--- src/design/mbd_pkg.sv ---
// Package for the multi-button debouncer: payload words, phase codes,
// controller/datapath command and status structs, register map constants.
// No dependencies.
package mbd_pkg;

  // Input field widths fixed by the payload format
  localparam int unsigned InBits   = 6;
  localparam int unsigned IdxBits  = 3;
  localparam int unsigned CountW   = 8;

  // Register map
  localparam int unsigned PaddrW   = 3;
  localparam logic [0:0]  RegSampleCount = 1'b0;
  localparam logic [CountW-1:0] DefaultSampleCount = 8'd10;

  // Per-button debounce phase
  typedef enum logic [1:0] {
    PH_IDLE     = 2'd0,
    PH_BOUNCING = 2'd1,
    PH_CHANGED  = 2'd2
  } phase_e;

  // Input word
  typedef struct packed {
    logic [InBits-1:0] edge_flags;
    logic [InBits-1:0] raw_levels;
    logic              sample_due;
  } in_word_t;

  // Result word
  typedef struct packed {
    logic [IdxBits-1:0] button_index;
    logic               pressed;
    logic               last;
  } out_word_t;

  // Controller to datapath
  typedef struct packed {
    logic load;   // apply the accepted word to all buttons
    logic step;   // advance the scan index
    logic emit;   // load the result register from the current button
  } dp_cmd_t;

  // Datapath to controller
  typedef struct packed {
    logic pending_any;  // some event still to report
    logic pending_hit;  // current scan button has an event
  } dp_sts_t;

endpackage

--- src/design/mbd_dp.sv ---
// Datapath of the multi-button debouncer: per-button debounce state,
// pending event mask, scan index and result register. Uses mbd_pkg.
module mbd_dp #(
  parameter int unsigned NUM_BUTTONS = 6
) (
  input  logic                          clk_i,
  input  logic                          rst_ni,
  input  mbd_pkg::dp_cmd_t              cmd_i,
  output mbd_pkg::dp_sts_t              sts_o,
  input  mbd_pkg::in_word_t             in_data_i,
  input  logic [mbd_pkg::CountW-1:0]    sample_count_i,
  output mbd_pkg::out_word_t            out_data_o
);

  localparam int unsigned IdxW = (NUM_BUTTONS > 1) ? $clog2(NUM_BUTTONS) : 1;

  mbd_pkg::phase_e            phase_q [NUM_BUTTONS];
  mbd_pkg::phase_e            phase_d [NUM_BUTTONS];
  logic                       level_q [NUM_BUTTONS];
  logic                       level_d [NUM_BUTTONS];
  logic [mbd_pkg::CountW-1:0] cnt_q   [NUM_BUTTONS];
  logic [mbd_pkg::CountW-1:0] cnt_d   [NUM_BUTTONS];
  logic [mbd_pkg::CountW-1:0] diff_q  [NUM_BUTTONS];
  logic [mbd_pkg::CountW-1:0] diff_d  [NUM_BUTTONS];
  logic [NUM_BUTTONS-1:0]     pending_q, pending_d;
  logic [NUM_BUTTONS-1:0]     pending_left;
  logic [IdxW-1:0]            idx_q, idx_d;
  mbd_pkg::out_word_t         out_q, out_d;
  logic [NUM_BUTTONS-1:0]     edges, levels;

  // Buttons past the input width read zero; input bits past the count drop
  assign edges  = NUM_BUTTONS'(in_data_i.edge_flags);
  assign levels = NUM_BUTTONS'(in_data_i.raw_levels);

  // Pending mask with the current button removed
  always_comb begin
    pending_left        = pending_q;
    pending_left[idx_q] = 1'b0;
  end

  // Per-button update, all buttons side by side
  always_comb begin
    pending_d = pending_q;
    for (int i = 0; i < NUM_BUTTONS; i++) begin
      phase_d[i] = phase_q[i];
      level_d[i] = level_q[i];
      cnt_d[i]   = cnt_q[i];
      diff_d[i]  = diff_q[i];
      if (cmd_i.load) begin
        pending_d[i] = (phase_q[i] == mbd_pkg::PH_CHANGED);
        if (edges[i] && phase_q[i] == mbd_pkg::PH_IDLE) begin
          phase_d[i] = mbd_pkg::PH_BOUNCING;
        end
        if (phase_d[i] == mbd_pkg::PH_BOUNCING && in_data_i.sample_due) begin
          cnt_d[i] = cnt_q[i] + 8'd1;
          if (levels[i] != level_q[i]) begin
            diff_d[i] = diff_q[i] + 8'd1;
          end
          // window complete: decide
          if (cnt_d[i] >= sample_count_i) begin
            if (diff_d[i] == '0) begin
              phase_d[i] = mbd_pkg::PH_IDLE;
            end else if (diff_d[i] == cnt_d[i]) begin
              level_d[i] = levels[i];
              phase_d[i] = mbd_pkg::PH_CHANGED;
            end
            cnt_d[i]  = '0;
            diff_d[i] = '0;
          end
        end else if (phase_q[i] == mbd_pkg::PH_CHANGED) begin
          phase_d[i] = mbd_pkg::PH_IDLE;
        end
      end
    end
    if (cmd_i.emit) begin
      pending_d = pending_left;
    end
  end

  // Scan index and result word
  always_comb begin
    idx_d = idx_q;
    if (cmd_i.load) begin
      idx_d = '0;
    end else if (cmd_i.step) begin
      idx_d = idx_q + 1'b1;
    end
    out_d = out_q;
    if (cmd_i.emit) begin
      out_d.button_index = mbd_pkg::IdxBits'(idx_q);
      out_d.pressed      = ~level_q[idx_q];
      out_d.last         = (pending_left == '0);
    end
  end

  always_ff @(posedge clk_i or negedge rst_ni) begin
    if (!rst_ni) begin
      for (int i = 0; i < NUM_BUTTONS; i++) begin
        phase_q[i] <= mbd_pkg::PH_IDLE;
        level_q[i] <= 1'b1;
        cnt_q[i]   <= '0;
        diff_q[i]  <= '0;
      end
      pending_q <= '0;
      idx_q     <= '0;
    end else begin
      for (int i = 0; i < NUM_BUTTONS; i++) begin
        phase_q[i] <= phase_d[i];
        level_q[i] <= level_d[i];
        cnt_q[i]   <= cnt_d[i];
        diff_q[i]  <= diff_d[i];
      end
      pending_q <= pending_d;
      idx_q     <= idx_d;
    end
  end

  // Result word has no reset
  always_ff @(posedge clk_i) begin
    out_q <= out_d;
  end

  assign sts_o.pending_any = (pending_q != '0);
  assign sts_o.pending_hit = pending_q[idx_q];
  assign out_data_o        = out_q;

endmodule

--- src/design/mbd_ctrl.sv ---
// Controller of the multi-button debouncer: accept, scan and emit sequencing.
// Uses mbd_pkg; drives mbd_dp through command/status structs.
module mbd_ctrl (
  input  logic             clk_i,
  input  logic             rst_ni,
  input  logic             in_valid_i,
  output logic             in_ready_o,
  output logic             out_valid_o,
  input  logic             out_ready_i,
  output mbd_pkg::dp_cmd_t cmd_o,
  input  mbd_pkg::dp_sts_t sts_i
);

  typedef enum logic [2:0] {
    ST_IDLE = 3'b001,
    ST_SCAN = 3'b010,
    ST_EMIT = 3'b100
  } state_e;

  state_e state_q, state_d;

  // Next state and commands
  always_comb begin
    state_d    = state_q;
    cmd_o      = '0;
    unique case (state_q)
      ST_IDLE: begin
        if (in_valid_i) begin
          cmd_o.load = 1'b1;
          state_d    = ST_SCAN;
        end
      end
      ST_SCAN: begin
        if (!sts_i.pending_any) begin
          state_d = ST_IDLE;
        end else if (sts_i.pending_hit) begin
          cmd_o.emit = 1'b1;
          state_d    = ST_EMIT;
        end else begin
          cmd_o.step = 1'b1;
        end
      end
      ST_EMIT: begin
        if (out_ready_i) begin
          cmd_o.step = 1'b1;
          state_d    = ST_SCAN;
        end
      end
      default: state_d = ST_IDLE;
    endcase
  end

  always_ff @(posedge clk_i or negedge rst_ni) begin
    if (!rst_ni) begin
      state_q <= ST_IDLE;
    end else begin
      state_q <= state_d;
    end
  end

  assign in_ready_o  = (state_q == ST_IDLE);
  assign out_valid_o = (state_q == ST_EMIT);

  // Checks
  a_load_to_scan: assert property (@(posedge clk_i) disable iff (!rst_ni)
    cmd_o.load |=> state_q == ST_SCAN)
    else $error("accepted word did not start a scan");

  a_emit_needs_hit: assert property (@(posedge clk_i) disable iff (!rst_ni)
    cmd_o.emit |-> (sts_i.pending_hit && sts_i.pending_any))
    else $error("emit without a pending event");

  a_emit_holds: assert property (@(posedge clk_i) disable iff (!rst_ni)
    (state_q == ST_EMIT && !out_ready_i) |=> state_q == ST_EMIT)
    else $error("result dropped while stalled");

  a_no_overlap: assert property (@(posedge clk_i) disable iff (!rst_ni)
    !(cmd_o.load && (cmd_o.emit || cmd_o.step)))
    else $error("load overlaps scan command");

endmodule

--- src/design/multi_button_debouncer.sv ---
// Multi-button debouncer top level: APB register, controller and datapath.
// Uses mbd_pkg, mbd_ctrl and mbd_dp.
//
// Usage: each input word carries per-button edge flags, raw pin levels and
// a common sample_due tick. Every button runs a debounce window of
// sample_count samples (APB register at address 0, reset 10). A button whose
// window came out all-different is reported in the following input word as
// one result word: its index, pressed (new level low) and last on the final
// event of that input word. Events come in ascending button order.
// Timing: a word is taken when in_ready_o is high (only between words). All
// buttons update in the accept cycle; the scan then walks one button per
// cycle while no event waits, holds each event in the result register until
// the receiver takes it, and ends once no event is pending.
// When the receiver stalls, the result word holds and the scan waits.
// Reset: every button idle, level high, counts zero, sample_count 10.
module multi_button_debouncer #(
  parameter int unsigned NUM_BUTTONS = 6
) (
  input  logic                        clk_i,
  input  logic                        rst_ni,
  input  logic                        in_valid_i,
  output logic                        in_ready_o,
  input  mbd_pkg::in_word_t           in_data_i,
  output logic                        out_valid_o,
  input  logic                        out_ready_i,
  output mbd_pkg::out_word_t          out_data_o,
  input  logic                        psel,
  input  logic                        penable,
  input  logic                        pwrite,
  input  logic [mbd_pkg::PaddrW-1:0]  paddr,
  input  logic [31:0]                 pwdata,
  output logic [31:0]                 prdata,
  output logic                        pready
);

  logic [mbd_pkg::CountW-1:0] sample_count_q, sample_count_d;
  logic                       reg_sel;
  mbd_pkg::dp_cmd_t           cmd;
  mbd_pkg::dp_sts_t           sts;

  // Register decode on the word index
  assign reg_sel = (paddr[2] == mbd_pkg::RegSampleCount);
  assign pready  = 1'b1;

  always_comb begin
    sample_count_d = sample_count_q;
    if (psel && penable && pwrite && pready && reg_sel) begin
      sample_count_d = pwdata[mbd_pkg::CountW-1:0];
    end
  end

  always_ff @(posedge clk_i or negedge rst_ni) begin
    if (!rst_ni) begin
      sample_count_q <= mbd_pkg::DefaultSampleCount;
    end else begin
      sample_count_q <= sample_count_d;
    end
  end

  assign prdata = reg_sel ? 32'(sample_count_q) : 32'd0;

  mbd_ctrl u_ctrl (
    .clk_i       (clk_i),
    .rst_ni      (rst_ni),
    .in_valid_i  (in_valid_i),
    .in_ready_o  (in_ready_o),
    .out_valid_o (out_valid_o),
    .out_ready_i (out_ready_i),
    .cmd_o       (cmd),
    .sts_i       (sts)
  );

  mbd_dp #(
    .NUM_BUTTONS (NUM_BUTTONS)
  ) u_dp (
    .clk_i          (clk_i),
    .rst_ni         (rst_ni),
    .cmd_i          (cmd),
    .sts_o          (sts),
    .in_data_i      (in_data_i),
    .sample_count_i (sample_count_q),
    .out_data_o     (out_data_o)
  );

endmodule

--- config.mk ---
export PLATFORM = sky130hd
export DESIGN_NAME = multi_button_debouncer
export DESIGN_NICKNAME = d
export VERILOG_FILES = /design/src/design/mbd_pkg.sv /design/src/design/mbd_dp.sv /design/src/design/mbd_ctrl.sv /design/src/design/multi_button_debouncer.sv
export SDC_FILE = /design/constraint.sdc
export NUM_CORES = 1
export LEC_CHECK = 0
export BUFFER_PORTS_ARGS = -buffer_cell sky130_fd_sc_hd__buf_2
export CORE_UTILIZATION = 60
export CTS_CLUSTER_DIAMETER = 80
export DETAILED_ROUTE_END_ITERATION = 8
export PLACE_DENSITY = 0.82
export SYNTH_ARGS = -nofsm -noshare
export SYNTH_HDL_FRONTEND = slang
export SYNTH_SLANG_ARGS = --single-unit
--- constraint.sdc ---
create_clock -name clk_i -period 3.3 [get_ports clk_i]
set_input_delay 0.33 -clock clk_i [delete_from_list [all_inputs] [get_ports clk_i]]
set_output_delay 0.33 -clock clk_i [all_outputs]
set_load 0.02 [all_outputs]
==> run_results.csv <==
group,metric,value,unit
die,die-width,133.7,um
synthesis,synthesis.area,10400,um^2
power_and_ir_drop,swShare,0.3984,
drt,firstDrtPassIters,6,
final_layout,stdcell_area,11470,um^2
synthesis,netlist-cell-type-count,82,
clocking,cts_tree,"yes",
clocking,worstSkewPairLatency,0.43,ns
die,rows,47,
drt,antenna_left,0,
final_layout,diodes,0,
sta,fin_skew,0.008165,ns
final_layout,mostFrequentLayoutCell,"dfrtp_1",
global_route,grt.met3_usage,0.05251,
sta,max_slew_margin,0.2022,
global_route,grt_util_met2,0.4965,
sta,finalSetupViolations,0,
placed_design,dp_hpwl,17640,um
clocking,cts_made_buffers,17,
power_and_ir_drop,intPower,4.749,mW
sta,fmax,323.7,MHz
min_path,hold_class,"input pin to flip-flop",
final_layout,synthToLayoutAreaGrowth,10.20,%
final_layout,nNetsFinal,1313,
synthesis,synth-async-reset-ratio,0.9640,
power_and_ir_drop,ir_drop,0.6111,mV
power_and_ir_drop,comb_power_share,0.414,
synthesis,ys_seq_area_frac,0.3378,
power_and_ir_drop,p_per_area,688.5,nW/um^2
clocking,cts_sinks,139,
global_route,grt_pass1_vias,8646,
sta,worst_pin_slew,1.188,ns
drt,routed_wl,25790,um
synthesis,synth_flop_cell,"dfrtp_1",
synthesis,synthCells,1162,
die,start_util,0.6208,
status,status,"complete, no violations",
final_layout,n_fill_cell,1315,
global_route,top_usage_layer,"met2",
critical_path,crit_required,3.63,ns
global_route,grt_pass1_wl,42840,um
final_layout,final_cell_mix,"dfrtp_1, nand2_1, o21ai_0",
clocking,clockBufferDepth,2,
global_route,antenna_found_initial,0,
global_route,gr-usage-met1,0.3990,
synthesis,yosys_register_bits,139,
sta,hold_violations,0,
run,drv_cap,0,
critical_path,crit_path_end_kind,"flip-flop",
placed_design,gp_routability_congestion,0.9329,
sta,slew_viol_final,0,
power_and_ir_drop,p_clk_frac,0.262,
drt,vias,8955,
sta,rsz0062_at_grt,"no",
sta,final.setup.tns,0,ns
global_route,grt_overflow,0,
die,dieArea,17870,um^2
synthesis,syn_avg_cell_area,8.954,um^2
synthesis,synth_edf_count,5,
drt,drtIter0Drc,682,
die,coreArea,16760,um^2
sta,fin_crit_sh,0.9363,
die,pin_count,95,
clocking,clk_pin_slew,0.06,ns
power_and_ir_drop,seqPwrFrac,0.324,
critical_path,critical_path_class,"flip-flop to flip-flop",
placed_design,place_area,10820,um^2
sta,layout_min_cycle_time,3.090,ns
clocking,clock-root-buffer,"clkbuf_16",
drt,post-route-drc-count,0,
synthesis,synth_top_cell_by_area,"dfrtp_1",
clocking,post-cts-setup-buffers,0,
synthesis,ys_top_cells_by_area,"dfrtp_1, ha_1, o21ai_0",
die,fp.dieH,133.7,um
critical_path,crit_fanout,9,
synthesis,yosysWarnings,0,
drt,wl_per_cell,18.03,um
final_layout,drive_above_1_share,0.1215,
drt,avgViaCountPerCell,6.262,
critical_path,arrival,3.42,ns
power_and_ir_drop,switchingPower,3.145,mW
global_route,grt_max_degree,75,
synthesis,synth_top_cell_area_share,0.3006,
global_route,grt_usage,0.3012,
placed_design,io_buffers,43,
power_and_ir_drop,leakagePower,5.128,nW
clocking,htreeDepth,4,
critical_path,cp-start-kind,"flip-flop",
-- registers in the layout, summed over array words and instances, names as in the netlist --
name             count
u_dp.idx_q           3
u_dp.pending_q       6
sample_count_q       8
u_dp.phase_q        12
u_ctrl.state_q       3
u_dp.diff_q         48
u_dp.out_data_o      5
u_dp.cnt_q          48
u_dp.level_q         6
-- layout make-up --
type                       count  area, um^2  share of cell area
clock buffer                  21       460.4             0.04016
multi-input combinational    939        6489              0.5659
timing repair buffer          72       454.2             0.03961
sequential                   139        3515              0.3065
tap                          220       275.3             0.02401
inverter                      28       105.1            0.009166
clock inverter                11       167.7             0.01462
-- synthesized netlist by cell type (4+ instances only) --
library cell	n
nand2b_1	10
nor2b_1	18
nor2_1	74
a21oi_1	26
a21o_1	24
xor3_1	4
o21ai_0	102
and2_1	6
and4_1	8
ha_1	61
a22o_1	30
and3_1	8
xnor2_1	48
nand2_1	119
nor3_1	46
clkbuf_1	47
a211oi_1	9
dfstp_2	9
buf_2	5
nand4_1	10
mux2i_1	4
inv_1	28
o41ai_1	9
dfrtp_1	125
o31ai_1	33
a32o_1	5
nand3_1	51
buf_4	25
o21a_1	8
nor4_1	14
o2111ai_1	4
mux2_1	5
a31o_2	5
a31oi_1	13
a22oi_1	4
nor3b_1	10
or2_2	4
edfxtp_1	5
mux2_2	13
xnor3_1	11
or3_1	11
xor2_1	48
-- power by group through the flow --
stage	sequential, mW	clock [mW]	combinational [mW]
floorplan	2.39	0	2.47
global placement	2.55	0	3.03
detailed placement	2.57	0	3.16
CTS	2.54	2.09	3.24
global route	2.62	2.17	3.60
finish	2.56	2.07	3.27
-- per-stage QoR --
stage	total power, mW	worst slack, ns	std cells	utilization	hold slack [ns]
after floorplan	4.859	0.4575	1185	-	0.03441
after global placement	5.574	0.3494	1397	0.6456	0.3620
after detailed placement	5.721	0.2861	1397	0.6456	0.3662
after CTS	7.868	0.2223	1430	0.6837	0.1206
after global routing	8.392	0.02065	1430	0.6841	0.1110
final	7.894	0.2102	1430	0.6841	0.1316
-- timing repair --
action,4_1_cts,5_1_grt
endpoints found under the setup margin,0,2
hold endpoints to repair,58,0
resized for setup,0,1
hold buffers,1,0
-- kinds of logic (layout without fill, tap and decap cells) --
logic type / after synthesis / after routing / share of synthesized area
buffers and inverters: 107 / 132 / 0.04822
flip-flops: 139 / 139 / 0.3378
AND/OR/NAND/NOR: 411 / 411 / 0.1979
other: 2 / 25 / 0.0007218
XOR/XNOR: 114 / 114 / 0.1195
adder cells (fa/ha/maj): 61 / 61 / 0.07335
multiplexers: 23 / 23 / 0.02477
AO/OA/AOI/OAI: 305 / 305 / 0.1977
-- layer usage --
layer / wire (um) / share of wire
met5: 0 / 0
met4: 592 / 0.023
met3: 1357 / 0.053
met2: 12500 / 0.48
met1: 11340 / 0.44
-- worst max-delay path, stage by stage, from the launching register on --
cell and delay (ns):
dfrtp_1 0.44, ha_1 0.26, nand3_1 0.19, xnor2_1 0.33, ha_1 0.31, a21o_1 0.18, a21oi_1 0.15, o21ai_0 0.13
a31o_2 0.27, or2_0 0.42, o31ai_1 0.30
-- final timing paths --
path | start | end | slack [ns] | cells past startpoint
min in group asynchronous | rst_ni | u_dp.diff_q[3]$_DFFE_PN0P_ | 0.45 | 2
worst max-delay path | u_dp.cnt_q[32]$_DFFE_PN0P_ | u_dp.cnt_q[36]$_DFFE_PN0P_ | 0.21 | 10
worst min-delay path | pwdata[7] | sample_count_q[7]$_DFFE_PN0P_ | 0.13 | 2
worst min register to register | sample_count_q[5]$_DFFE_PN0P_ | sample_count_q[5]$_DFFE_PN0P_ | 0.50 | 1
max in group asynchronous | rst_ni | sample_count_q[1]$_DFFE_PN1P_ | 1.99 | 3
worst max register to register | u_dp.cnt_q[32]$_DFFE_PN0P_ | u_dp.cnt_q[36]$_DFFE_PN0P_ | 0.21 | 10
Power figures use the tool's default switching activity.
